$ cat config.mk
export PLATFORM = sky130hd
export DESIGN_NAME = sorted_list_merger_top
export DESIGN_NICKNAME = d
export VERILOG_FILES = /design/src/rtl/slm_pkg.sv /design/src/rtl/slm_ram.sv /design/src/rtl/slm_ctrl.sv /design/src/rtl/slm_dp.sv /design/src/rtl/sorted_list_merger_top.sv
export VERILOG_INCLUDE_DIRS = /design/src /design/src/rtl
export SDC_FILE = /design/constraint.sdc
export NUM_CORES = 1
export LEC_CHECK = 0
export ABC_AREA = 1
export BUFFER_PORTS_ARGS = -buffer_cell sky130_fd_sc_hd__buf_2
export CAP_MARGIN = 40
export CORE_UTILIZATION = 55
export DETAILED_ROUTE_END_ITERATION = 16
export HOLD_SLACK_MARGIN = 0.1
export PLACE_DENSITY_LB_ADDON = 0.3
export RECOVER_POWER = 100
export SYNTH_ARGS = -nofsm -noshare
export SYNTH_HDL_FRONTEND = slang
export SYNTH_SLANG_ARGS = --single-unit
export TNS_END_PERCENT = 50
$ cat constraint.sdc
create_clock -name clk -period 3.2 [get_ports clk]
set_input_delay 0.16 -clock clk [delete_from_list [all_inputs] [get_ports clk]]
set_output_delay 0.16 -clock clk [all_outputs]
set_load 0.01 [all_outputs]
$ cat src/rtl/assert_macros.svh
// Assertion helpers, clocked on clk and disabled while rst_n is low.
`ifndef ASSERT_MACROS_SVH
`define ASSERT_MACROS_SVH

// Same-cycle implication.
`define ASSERT_NOW(lbl, ante, cons, msg) \
  lbl: assert property (@(posedge clk) disable iff (!rst_n) (ante) |-> (cons)) \
    else $error(msg);

// Next-cycle implication.
`define ASSERT_NEXT(lbl, ante, cons, msg) \
  lbl: assert property (@(posedge clk) disable iff (!rst_n) (ante) |=> (cons)) \
    else $error(msg);

`endif

$ cat src/rtl/slm_pkg.sv
`default_nettype none
package slm_pkg;

  localparam int DEPTH     = 16;
  localparam int RUN_LIMIT = 16;
  localparam int MAX_RUN   = (DEPTH < RUN_LIMIT) ? DEPTH : RUN_LIMIT;
  localparam int ADDR_W    = (DEPTH > 1) ? $clog2(DEPTH) : 1;
  localparam int FILL_W    = $clog2(DEPTH + 1);
  localparam int IDX_W     = $clog2(MAX_RUN + 1);
  localparam int CNT_W     = 5;
  localparam int VAL_W     = 32;

  localparam logic [1:0] CMD_PUSH_A = 2'd0;
  localparam logic [1:0] CMD_PUSH_B = 2'd1;
  localparam logic [1:0] CMD_MERGE  = 2'd2;

  localparam logic [CNT_W-1:0] ELEM_CNT_RESET = 5'd16;

  typedef struct packed {
    logic [1:0]              command;
    logic signed [VAL_W-1:0] value;
  } slm_in_t;

  typedef struct packed {
    logic signed [VAL_W-1:0] merged_value;
    logic                    last;
  } slm_out_t;

  typedef struct packed {
    logic push_a;
    logic push_b;
    logic merge_start;
    logic pick;
  } slm_cmd_t;

  typedef struct packed {
    logic len_zero;
    logic last_pick;
  } slm_sts_t;

endpackage
`default_nettype wire

$ cat src/rtl/slm_ram.sv
`default_nettype none
module slm_ram #(
  parameter int WIDTH = 32,
  parameter int DEPTH = 16
) (
  input  wire logic                                  clk,
  input  wire logic                                  we,
  input  wire logic [((DEPTH > 1) ? $clog2(DEPTH) : 1)-1:0] waddr,
  input  wire logic [WIDTH-1:0]                      wdata,
  input  wire logic [((DEPTH > 1) ? $clog2(DEPTH) : 1)-1:0] raddr,
  output logic      [WIDTH-1:0]                      rdata
);

  logic [WIDTH-1:0] mem_r [DEPTH];

  always_ff @(posedge clk) begin
    if (we) begin
      mem_r[waddr] <= wdata;
    end
    rdata <= mem_r[raddr];
  end

endmodule
`default_nettype wire

$ cat src/rtl/slm_ctrl.sv
`default_nettype none
`include "assert_macros.svh"
module slm_ctrl (
  input  wire logic             clk,
  input  wire logic             rst_n,
  input  wire logic             start,
  input  wire logic [1:0]       command,
  input  wire slm_pkg::slm_sts_t sts,
  output logic                  busy,
  output slm_pkg::slm_cmd_t     cmd
);

  localparam logic [1:0] ST_IDLE = 2'd0;
  localparam logic [1:0] ST_RD   = 2'd1;
  localparam logic [1:0] ST_CMP  = 2'd2;

  logic [1:0] st_r;
  logic [1:0] st_nxt;
  logic       accept;

  assign busy   = (st_r != ST_IDLE);
  assign accept = start && !busy;

  always_comb begin
    cmd.push_a      = accept && (command == slm_pkg::CMD_PUSH_A);
    cmd.push_b      = accept && (command == slm_pkg::CMD_PUSH_B);
    cmd.merge_start = accept && (command == slm_pkg::CMD_MERGE);
    cmd.pick        = (st_r == ST_CMP);
  end

  always_comb begin
    st_nxt = st_r;
    unique case (st_r)
      ST_IDLE: begin
        if (cmd.merge_start && !sts.len_zero) begin
          st_nxt = ST_RD;
        end
      end
      ST_RD: begin
        st_nxt = ST_CMP;
      end
      ST_CMP: begin
        st_nxt = sts.last_pick ? ST_IDLE : ST_RD;
      end
      default: begin
        st_nxt = ST_IDLE;
      end
    endcase
  end

  always_ff @(posedge clk) begin
    if (!rst_n) begin
      st_r <= ST_IDLE;
    end else begin
      st_r <= st_nxt;
    end
  end

  `ASSERT_NEXT(a_busy_after_merge, cmd.merge_start && !sts.len_zero, busy, "merge did not start")
  `ASSERT_NEXT(a_idle_after_last, cmd.pick && sts.last_pick, !busy, "busy after last item")

endmodule
`default_nettype wire

$ cat src/rtl/slm_dp.sv
`default_nettype none
`include "assert_macros.svh"
module slm_dp (
  input  wire logic                         clk,
  input  wire logic                         rst_n,
  input  wire slm_pkg::slm_cmd_t            cmd,
  input  wire logic signed [slm_pkg::VAL_W-1:0] push_value,
  input  wire logic                         cfg_we,
  input  wire logic [slm_pkg::CNT_W-1:0]    cfg_wdata,
  output slm_pkg::slm_sts_t                 sts,
  output logic                              out_valid,
  output slm_pkg::slm_out_t                 out_item
);

  logic [slm_pkg::CNT_W-1:0]  elem_cnt_r;
  logic [slm_pkg::FILL_W-1:0] fill_a_r;
  logic [slm_pkg::FILL_W-1:0] fill_b_r;
  logic [slm_pkg::IDX_W-1:0]  ia_r;
  logic [slm_pkg::IDX_W-1:0]  ib_r;
  logic [slm_pkg::IDX_W-1:0]  n_r;
  logic [slm_pkg::IDX_W:0]    rem_r;
  logic                       out_valid_r;
  slm_pkg::slm_out_t          out_r;

  logic [slm_pkg::CNT_W-1:0]  n_cfg;
  logic [slm_pkg::IDX_W-1:0]  n_run;
  logic                       full_a;
  logic                       full_b;
  logic [slm_pkg::VAL_W-1:0]  a_rd;
  logic [slm_pkg::VAL_W-1:0]  b_rd;
  logic                       sel_a;

  assign n_cfg  = (elem_cnt_r > slm_pkg::CNT_W'(slm_pkg::MAX_RUN))
                  ? slm_pkg::CNT_W'(slm_pkg::MAX_RUN) : elem_cnt_r;
  assign n_run  = slm_pkg::IDX_W'(n_cfg);
  assign full_a = (fill_a_r == slm_pkg::FILL_W'(slm_pkg::DEPTH));
  assign full_b = (fill_b_r == slm_pkg::FILL_W'(slm_pkg::DEPTH));

  slm_ram #(.WIDTH(slm_pkg::VAL_W), .DEPTH(slm_pkg::DEPTH)) u_ram_a (
    .clk   (clk),
    .we    (cmd.push_a && !full_a),
    .waddr (slm_pkg::ADDR_W'(fill_a_r)),
    .wdata (push_value),
    .raddr (slm_pkg::ADDR_W'(ia_r)),
    .rdata (a_rd)
  );

  slm_ram #(.WIDTH(slm_pkg::VAL_W), .DEPTH(slm_pkg::DEPTH)) u_ram_b (
    .clk   (clk),
    .we    (cmd.push_b && !full_b),
    .waddr (slm_pkg::ADDR_W'(fill_b_r)),
    .wdata (push_value),
    .raddr (slm_pkg::ADDR_W'(ib_r)),
    .rdata (b_rd)
  );

  // list A wins ties
  assign sel_a = (ia_r < n_r) && ((ib_r >= n_r) || ($signed(a_rd) <= $signed(b_rd)));

  always_comb begin
    sts.len_zero  = (n_cfg == '0);
    sts.last_pick = (rem_r == (slm_pkg::IDX_W+1)'(1));
  end

  assign out_valid = out_valid_r;
  assign out_item  = out_r;

  always_ff @(posedge clk) begin
    if (!rst_n) begin
      elem_cnt_r  <= slm_pkg::ELEM_CNT_RESET;
      fill_a_r    <= '0;
      fill_b_r    <= '0;
      out_valid_r <= 1'b0;
    end else begin
      if (cfg_we) begin
        elem_cnt_r <= cfg_wdata;
      end
      if (cmd.merge_start) begin
        fill_a_r <= '0;
        fill_b_r <= '0;
      end else begin
        if (cmd.push_a && !full_a) begin
          fill_a_r <= fill_a_r + slm_pkg::FILL_W'(1);
        end
        if (cmd.push_b && !full_b) begin
          fill_b_r <= fill_b_r + slm_pkg::FILL_W'(1);
        end
      end
      out_valid_r <= cmd.pick;
    end
  end

  always_ff @(posedge clk) begin
    if (cmd.merge_start) begin
      ia_r  <= '0;
      ib_r  <= '0;
      n_r   <= n_run;
      rem_r <= {n_run, 1'b0};
    end else if (cmd.pick) begin
      if (sel_a) begin
        ia_r <= ia_r + slm_pkg::IDX_W'(1);
      end else begin
        ib_r <= ib_r + slm_pkg::IDX_W'(1);
      end
      rem_r <= rem_r - (slm_pkg::IDX_W+1)'(1);
    end
    if (cmd.pick) begin
      out_r.merged_value <= sel_a ? a_rd : b_rd;
      out_r.last         <= sts.last_pick;
    end
  end

  `ASSERT_NOW(a_fill_a_bound, 1'b1, fill_a_r <= slm_pkg::FILL_W'(slm_pkg::DEPTH), "A overflow")
  `ASSERT_NOW(a_fill_b_bound, 1'b1, fill_b_r <= slm_pkg::FILL_W'(slm_pkg::DEPTH), "B overflow")
  `ASSERT_NOW(a_idx_bound, cmd.pick, (ia_r <= n_r) && (ib_r <= n_r) && (rem_r != '0), "index")

endmodule
`default_nettype wire

$ cat src/rtl/sorted_list_merger_top.sv
`default_nettype none
// Two-way merge of two ascending lists of signed 32-bit values.
// Input: an item (command, value) is taken when start is high and busy is low.
//   A push to list A or list B never raises busy; a push into
//   a full list is dropped. Pushes may follow each other every cycle.
// Merge: emits element_count entries of each list (capped at the list depth
//   and 16) in ascending order, list A first on ties, last flagged on the
//   final item. Both fill counts are cleared when the merge is taken.
//   Each result is a read of both list RAMs, then a compare and select, then
//   the registered result on the result ports; busy stays high until the
//   last result is selected, so no new item is taken during a merge.
//   element_count of zero returns no results and leaves busy low.
// Config: cfg_we writes element_count (reset 16); write only while idle.
// Results: out_valid marks out_item for one cycle; the receiver cannot stall.
// Reset (rst_n low, synchronous): fill counts cleared, controller idle,
//   no result pending; list contents are not cleared.
module sorted_list_merger_top (
  input  wire logic                      clk,
  input  wire logic                      rst_n,
  input  wire logic                      start,
  output logic                           busy,
  input  wire slm_pkg::slm_in_t          in_item,
  input  wire logic                      cfg_we,
  input  wire logic [slm_pkg::CNT_W-1:0] cfg_wdata,
  output logic                           out_valid,
  output slm_pkg::slm_out_t              out_item
);

  slm_pkg::slm_cmd_t cmd;
  slm_pkg::slm_sts_t sts;

  slm_ctrl u_ctrl (
    .clk     (clk),
    .rst_n   (rst_n),
    .start   (start),
    .command (in_item.command),
    .sts     (sts),
    .busy    (busy),
    .cmd     (cmd)
  );

  slm_dp u_dp (
    .clk        (clk),
    .rst_n      (rst_n),
    .cmd        (cmd),
    .push_value (in_item.value),
    .cfg_we     (cfg_we),
    .cfg_wdata  (cfg_wdata),
    .sts        (sts),
    .out_valid  (out_valid),
    .out_item   (out_item)
  );

endmodule
`default_nettype wire

[After elaboration in Yosys (flattened, before gate mapping)]
Memories as Yosys holds them, arrays and structs flattened. A register that Yosys moved wholly into a read port is not among the register bits.
Cells that the tools add are included.
Cells by class
  order comparisons: 4
  add/subtract/negate cells: 5
  reduce and logical (&&, ||, !) cells: 21
  eq/ne operators: 8
  muxes and demuxes: 11
  bitwise operators: 2
Operators by type and width (count)
  less-or-equal comparator 32 bit: 1
  2-to-1 mux 32 bit: 1
  adder 5 x 1 -> 5 bit (second input constant): 4
  2-to-1 mux 6 bit: 2
  equality test 5 bit (second input constant): 2
  logical AND 1 bit: 8
  equality test 6 x 1 -> 1 bit (second input constant): 1
  one-hot mux 2 bit (3 select lines): 1
  subtractor 6 x 1 -> 6 bit (second input constant): 1
  >= comparator 5 bit: 1
  greater-than comparator 5 bit (second input constant): 1
  logical NOT 5 bit: 1
  less-than comparator 5 bit: 1
  2-to-1 mux 1 bit: 5
  2-to-1 mux 5 bit: 1
  equality test 2 x 1 -> 1 bit (second input constant): 2
  equality test 2 bit (second input constant): 2
  logical NOT 1 bit: 4
  logical NOT 2 bit: 2
  AND reduction 2 bit: 2
  nonzero test 2 bit: 2
  2-to-1 mux 2 bit: 1
  inequality test 2 x 1 -> 1 bit (second input constant): 1
  inverter 1 bit: 2
  2 further kinds: 2
Word-level totals
  bits in writable memories: 1024
  memories: 2
  register bits: 72
Memory list
  u_dp.u_ram_a.mem_r: depth 16, width 32, read ports 1, clocked after memory_dff 1, wr ports 1, RTL line slm_ram.sv:14  | logic [WIDTH-1:0] mem_r [DEPTH];
  u_dp.u_ram_b.mem_r: depth 16, width 32, read ports 1, clocked after memory_dff 1, wr ports 1, RTL line slm_ram.sv:14

[Longest topological paths before layout]
  depth in word-level cells: 7
  depth in mapped cells: 20
  depth with buffers taken out: 19

[Cells and area by module]
A second synthesis with hierarchy kept.
Second synthesis, totals
  cells, all modules: 4757
  area total of the unflattened synthesis: 49964.2 um^2
Modules (own cells, without submodules)
  slm_ram: instances 2, cells each 2120, seq. area each 16015.4 um^2, area an instance 22730.6 um^2
  slm_dp: instances 1, cells each 497, seq. area each 1831.8 um^2, area an instance 4380.5 um^2
  slm_ctrl: instances 1, cells each 20, seq. area each 40.0 um^2, area an instance 122.6 um^2

[Least setup slack after synthesis]
OpenSTA, ideal clock, no wires.
  path type: reg2reg
  from: reg u_dp.fill_a_r[0] in the netlist's numbering
  to: mem u_dp.u_ram_a.mem_r[15][0], enable pin
  path slack: 319 ps
  library setup time: 424 ps
  buffers on the path: 0
  arrival time: 2457 ps
  cell stages (with the launch flop): 8
  cells stage by stage: dfxtp_1 inv_1 ha_1 nand3_1 nand2_1 inv_1 nand2_1 nor2_1
On the way
  word-level cells in the longest chain between the ends: 5
RTL lines
  start: declaration: RTL line slm_dp.sv:16  | logic [slm_pkg::FILL_W-1:0] fill_a_r;
  start signal: assignment: RTL line slm_dp.sv:83  | fill_a_r <= fill_a_r + slm_pkg::FILL_W'(1);
  equality test 5 bit: RTL line slm_dp.sv:36  | assign full_a = (fill_a_r == slm_pkg::FILL_W'(slm_pkg::DEPTH));
  logical NOT 1 bit: RTL line slm_dp.sv:41  | .we (cmd.push_a && !full_a),
  logical AND 1 bit: RTL line slm_dp.sv:41
  2-to-1 mux 1 bit: RTL line slm_ram.sv:17  | if (we) begin
  2-to-1 mux 1 bit (implied by the code): RTL line slm_ram.sv:18  | mem_r[waddr] <= wdata;
  end: declaration: RTL line slm_ram.sv:14
Several ways; a longest one is shown, not always the timed one.

[Worst setup path after layout]
  from: reg u_dp.ia_r[1] in the netlist's numbering
  to: reg u_dp.ia_r[3] in the netlist's numbering
On the way
  word-level cells in the longest chain between the ends: 3
  elaborated cells between the ends (all ways): 4
RTL lines
  start: declaration: RTL line slm_dp.sv:18  | logic [slm_pkg::IDX_W-1:0] ia_r;
  start signal: assignment: RTL line slm_dp.sv:101  | ia_r <= ia_r + slm_pkg::IDX_W'(1);
  less-than comparator 5 bit: RTL line slm_dp.sv:58  | assign sel_a = (ia_r < n_r) && ((ib_r >= n_r) || ($signed(a_rd) <= $signed(b_rd)));
  logical AND 1 bit: RTL line slm_dp.sv:58
  AND reduction 2 bit (no source line)
Several ways; a longest one is shown, not always the timed one.
A chain may end at the register's enable or synchronous reset.

==> run metrics <==
hold-fix buffers at CTS 53; area leader, netlist edfxtp_1; hold path depth 3; Leak 16.85 nW; Fin Setup TNS 0 ns; Max clock buf depth 3; final net count 3546; Synth Net Count 3439; DRC viols 0; gr busiest metal met2; synth top area cells edfxtp_1 71%, nor2_1 5.1%, o21ai_0 4.4%; Die Y 288.8 um; post-cts gate resize count 0; vias in the first global route 28220; first-pass GRT wire length 174.9 mm; Initial Utilization 0.5591; FMAX 332.8 MHz; Placed Area 47410 sq um; syn_area_per_cell 13.54 sq um; Worst R2R Path Depth 7; Die W 288.8 um; clock latency on the worst-skew pair 0.69 ns; GRT Overall Usage 0.2854; worst-path fanout max 27; clock sink count 1160; maximum VDD drop 0.7638 mV; H-tree depth 3; Final Cell Area 51160 sq um; synthesized area 45250 sq um; Post-synth ARST share 0; Hold Violations, Final 0; Clock Pin Slew Worst Setup and Hold Paths 0.06 ns; I/O pin count 78; Slew headroom -0.2519; CP top delay family buffers and inverters; Critical-path top delay cell clkinvlp_2; initial antenna violation count 3; worst r2r dst u_dp.ia_r[3]; Post-synth top cells 1067 x edfxtp_1, 617 x nor2_1, 397 x o21ai_0; Area Overhead vs Synth 13.06%; DP HPWL 63.07 mm; Final Max Tran Viols 690; max-cap viol count 10; drt wl/cell 25.80 um; top-count cell post-synth edfxtp_1; TritonRoute pass-1 iters 6; Post-DRT Antenna Nets 0; post-CTS setup buffers 0; Final Non-Filler Cells 4607; WP data arrival 3.59 ns; largest net degree at the start of global routing 260; Crit path top cell by count nand2_1; Cells after Synth 3343; CTS buffer count 113; slowest cell delay on critical path 1.08 ns; Root Buffer clkbuf_16; Buffers on Ports 77; clk_skew 0.03537 ns; fin crit share 0.9391; worst hold path class in -> reg; grt ovf 0; sequential fraction of the synthesis area 0.7492; EDFF count, synth 1067; Hold Path Sink u_dp.elem_cnt_r[4]; final setup vio count 0; Final GP Congestion 0.8978; status finished, violations left; Ys Warns 0; worst slew pin tran 1.878 ns; crit end category flop; r2r startpoint u_dp.ia_r[1]; Antenna diodes 0; pwr dens 787.6 nW/um^2; met2 Track Usage GR 0.4554; RSZ-0062 raised after global routing false; DRT Wirelength 118.8 mm; met1 Track Usage GR 0.4003; CTS tree built; DRT iter0 DRCs 3810; failing checks capacitance limit, slew limit; Crit. Startpoint u_dp.ia_r[1]; Hold Path Origin cfg_we; Finished Core Util 0.6321; Yosys reg bits 1160; via count 29070; CORE AREA 80940 sq um; Placed Cells 4342; die area 83430 sq um; share of post-route cells with drive strength above 1 0.09924; vias per inst 6.309; CP required 3.78 ns; Buf/Inv on CP 2; Tmin final 3.005 ns; r2r setup slk 0.19 ns; GR Layer Usage met3 0.03984; Worst setup SP type flop; final-layout fill cell count 5814; distinct cell type count after synthesis 42; Yosys top cell area share 0.7080; Rows 104; Crit Path Category reg -> reg; crit-path cells clkinvlp_2 > clkbuf_2 > nor4_1 > nand3_1 > nand2_1 > nand2_1 > nor2_1; Top FF cell, synth edfxtp_1; total stage count of the critical path 7
[worst max-delay path by stage]
| stage | end | slack [ns] |
|---|---|---|
| 2_1_floorplan | u_dp.u_ram_a.mem_r[15][0] | 0.32 |
| 3_5_place_dp | u_dp.out_item[14] | 0.50 |
| 5_1_grt | u_dp.u_ram_b.mem_r[0][30] | 0.11 |
| 6_report | u_dp.ia_r[3] | 0.19 |
| 4_1_cts | u_dp.fill_a_r[0] | 0.42 |
| 3_3_place_gp | u_dp.out_item[15] | 0.57 |
[logic make-up (layout without fill, tap and decap cells)]
group           Yosys count  in the layout  synth area share
flops                  1160           1160            0.7492
simple gates           1013           1013           0.09058
compound gates          755            755            0.1058
buf+inv                 307            511           0.02770
fa+ha+maj                53             53           0.01465
mux                      52             52           0.01150
xor+xnor                  3              3         0.0005807
[cells in the final DEF (no fill, tap or decap), types with 12 or more instances in the layout]
master	Yosys	layout
a21oi_1	34	35
a21oi_2	32	31
buf_2	30	13
buf_4	2	20
bufinv_16	0	12
clkbuf_1	149	80
clkbuf_16	0	116
clkbuf_4	0	22
clkinv_1	3	19
clkinv_2	0	32
dfxtp_1	93	88
dlygate4sd3_1	0	53
edfxtp_1	1067	1067
ha_1	53	53
inv_1	95	94
mux2i_1	52	52
nand2_1	222	222
nand3_1	125	125
nor2_1	617	604
nor2_2	29	12
nor2_4	0	30
o211ai_1	23	23
o21ai_0	397	397
o221ai_1	105	105
o22ai_1	77	77
o32ai_1	76	76
[metrics by stage]
stage | setup WS, ns | hold slack (ns) | power (mW)
2_1_floorplan | 0.3193 | 0.2589 | 24.42
3_3_place_gp | 0.5692 | 0.3867 | 26.66
3_5_place_dp | 0.4992 | 0.4119 | 27.08
4_1_cts | 0.4213 | 0.2864 | 40.42
5_1_grt | 0.1054 | 0.3007 | 41.76
6_report | 0.1948 | 0.3158 | 40.29
[metal layers]
| layer | vias up | part of all wire |
|---|---|---|
| met1 | 14520 | 0.39 |
| met2 | 1637 | 0.47 |
| met4 | 6 | 0.039 |
| met5 | - | 0.00030 |
| met3 | 271 | 0.099 |
| li1 | 12640 | - |
[area by class of cell]
cell class | count | area (sq um) | area share
Inverter | 100 | 386.6 | 0.007557
Tap cell | 1060 | 1326 | 0.02592
Timing Repair Buffer | 199 | 1458 | 0.02849
Clock inverter | 79 | 773.2 | 0.01511
Multi-Input combinational cell | 1876 | 10280 | 0.2009
Sequential cell | 1160 | 33920 | 0.6629
Clock buffer | 133 | 3027 | 0.05916
[where the power goes]
group,switching [mW],internal (mW)
sequential,0.402,17.4
clock,5.68,7.74
combinational,6.21,2.92
total,12.3,28.0
[flip-flops by register name (all words and copies together), names as in the netlist]
| signal | count |
|---|---|
| u_dp.u_ram_a.mem_r | 512 |
| u_dp.u_ram_b.mem_r | 512 |
| u_dp.out_item | 33 |
| u_dp.u_ram_a.rdata | 32 |
| u_dp.u_ram_b.rdata | 32 |
| u_dp.rem_r | 6 |
| u_dp.elem_cnt_r | 5 |
| u_dp.fill_a_r | 5 |
| u_dp.fill_b_r | 5 |
| u_dp.ia_r | 5 |
| u_dp.ib_r | 5 |
| u_dp.n_r | 5 |
| u_ctrl.st_r | 2 |
| u_dp.out_valid | 1 |
[worst register-to-register path: stages (launching register included)]
cell	delay [ns]
dfxtp_4	0.38
clkinvlp_2	1.08
clkbuf_2	0.64
nor4_1	0.34
nand3_1	0.17
nand2_1	0.11
nand2_1	0.06
nor2_1	0.14
(Power assumes the default switching activity.)
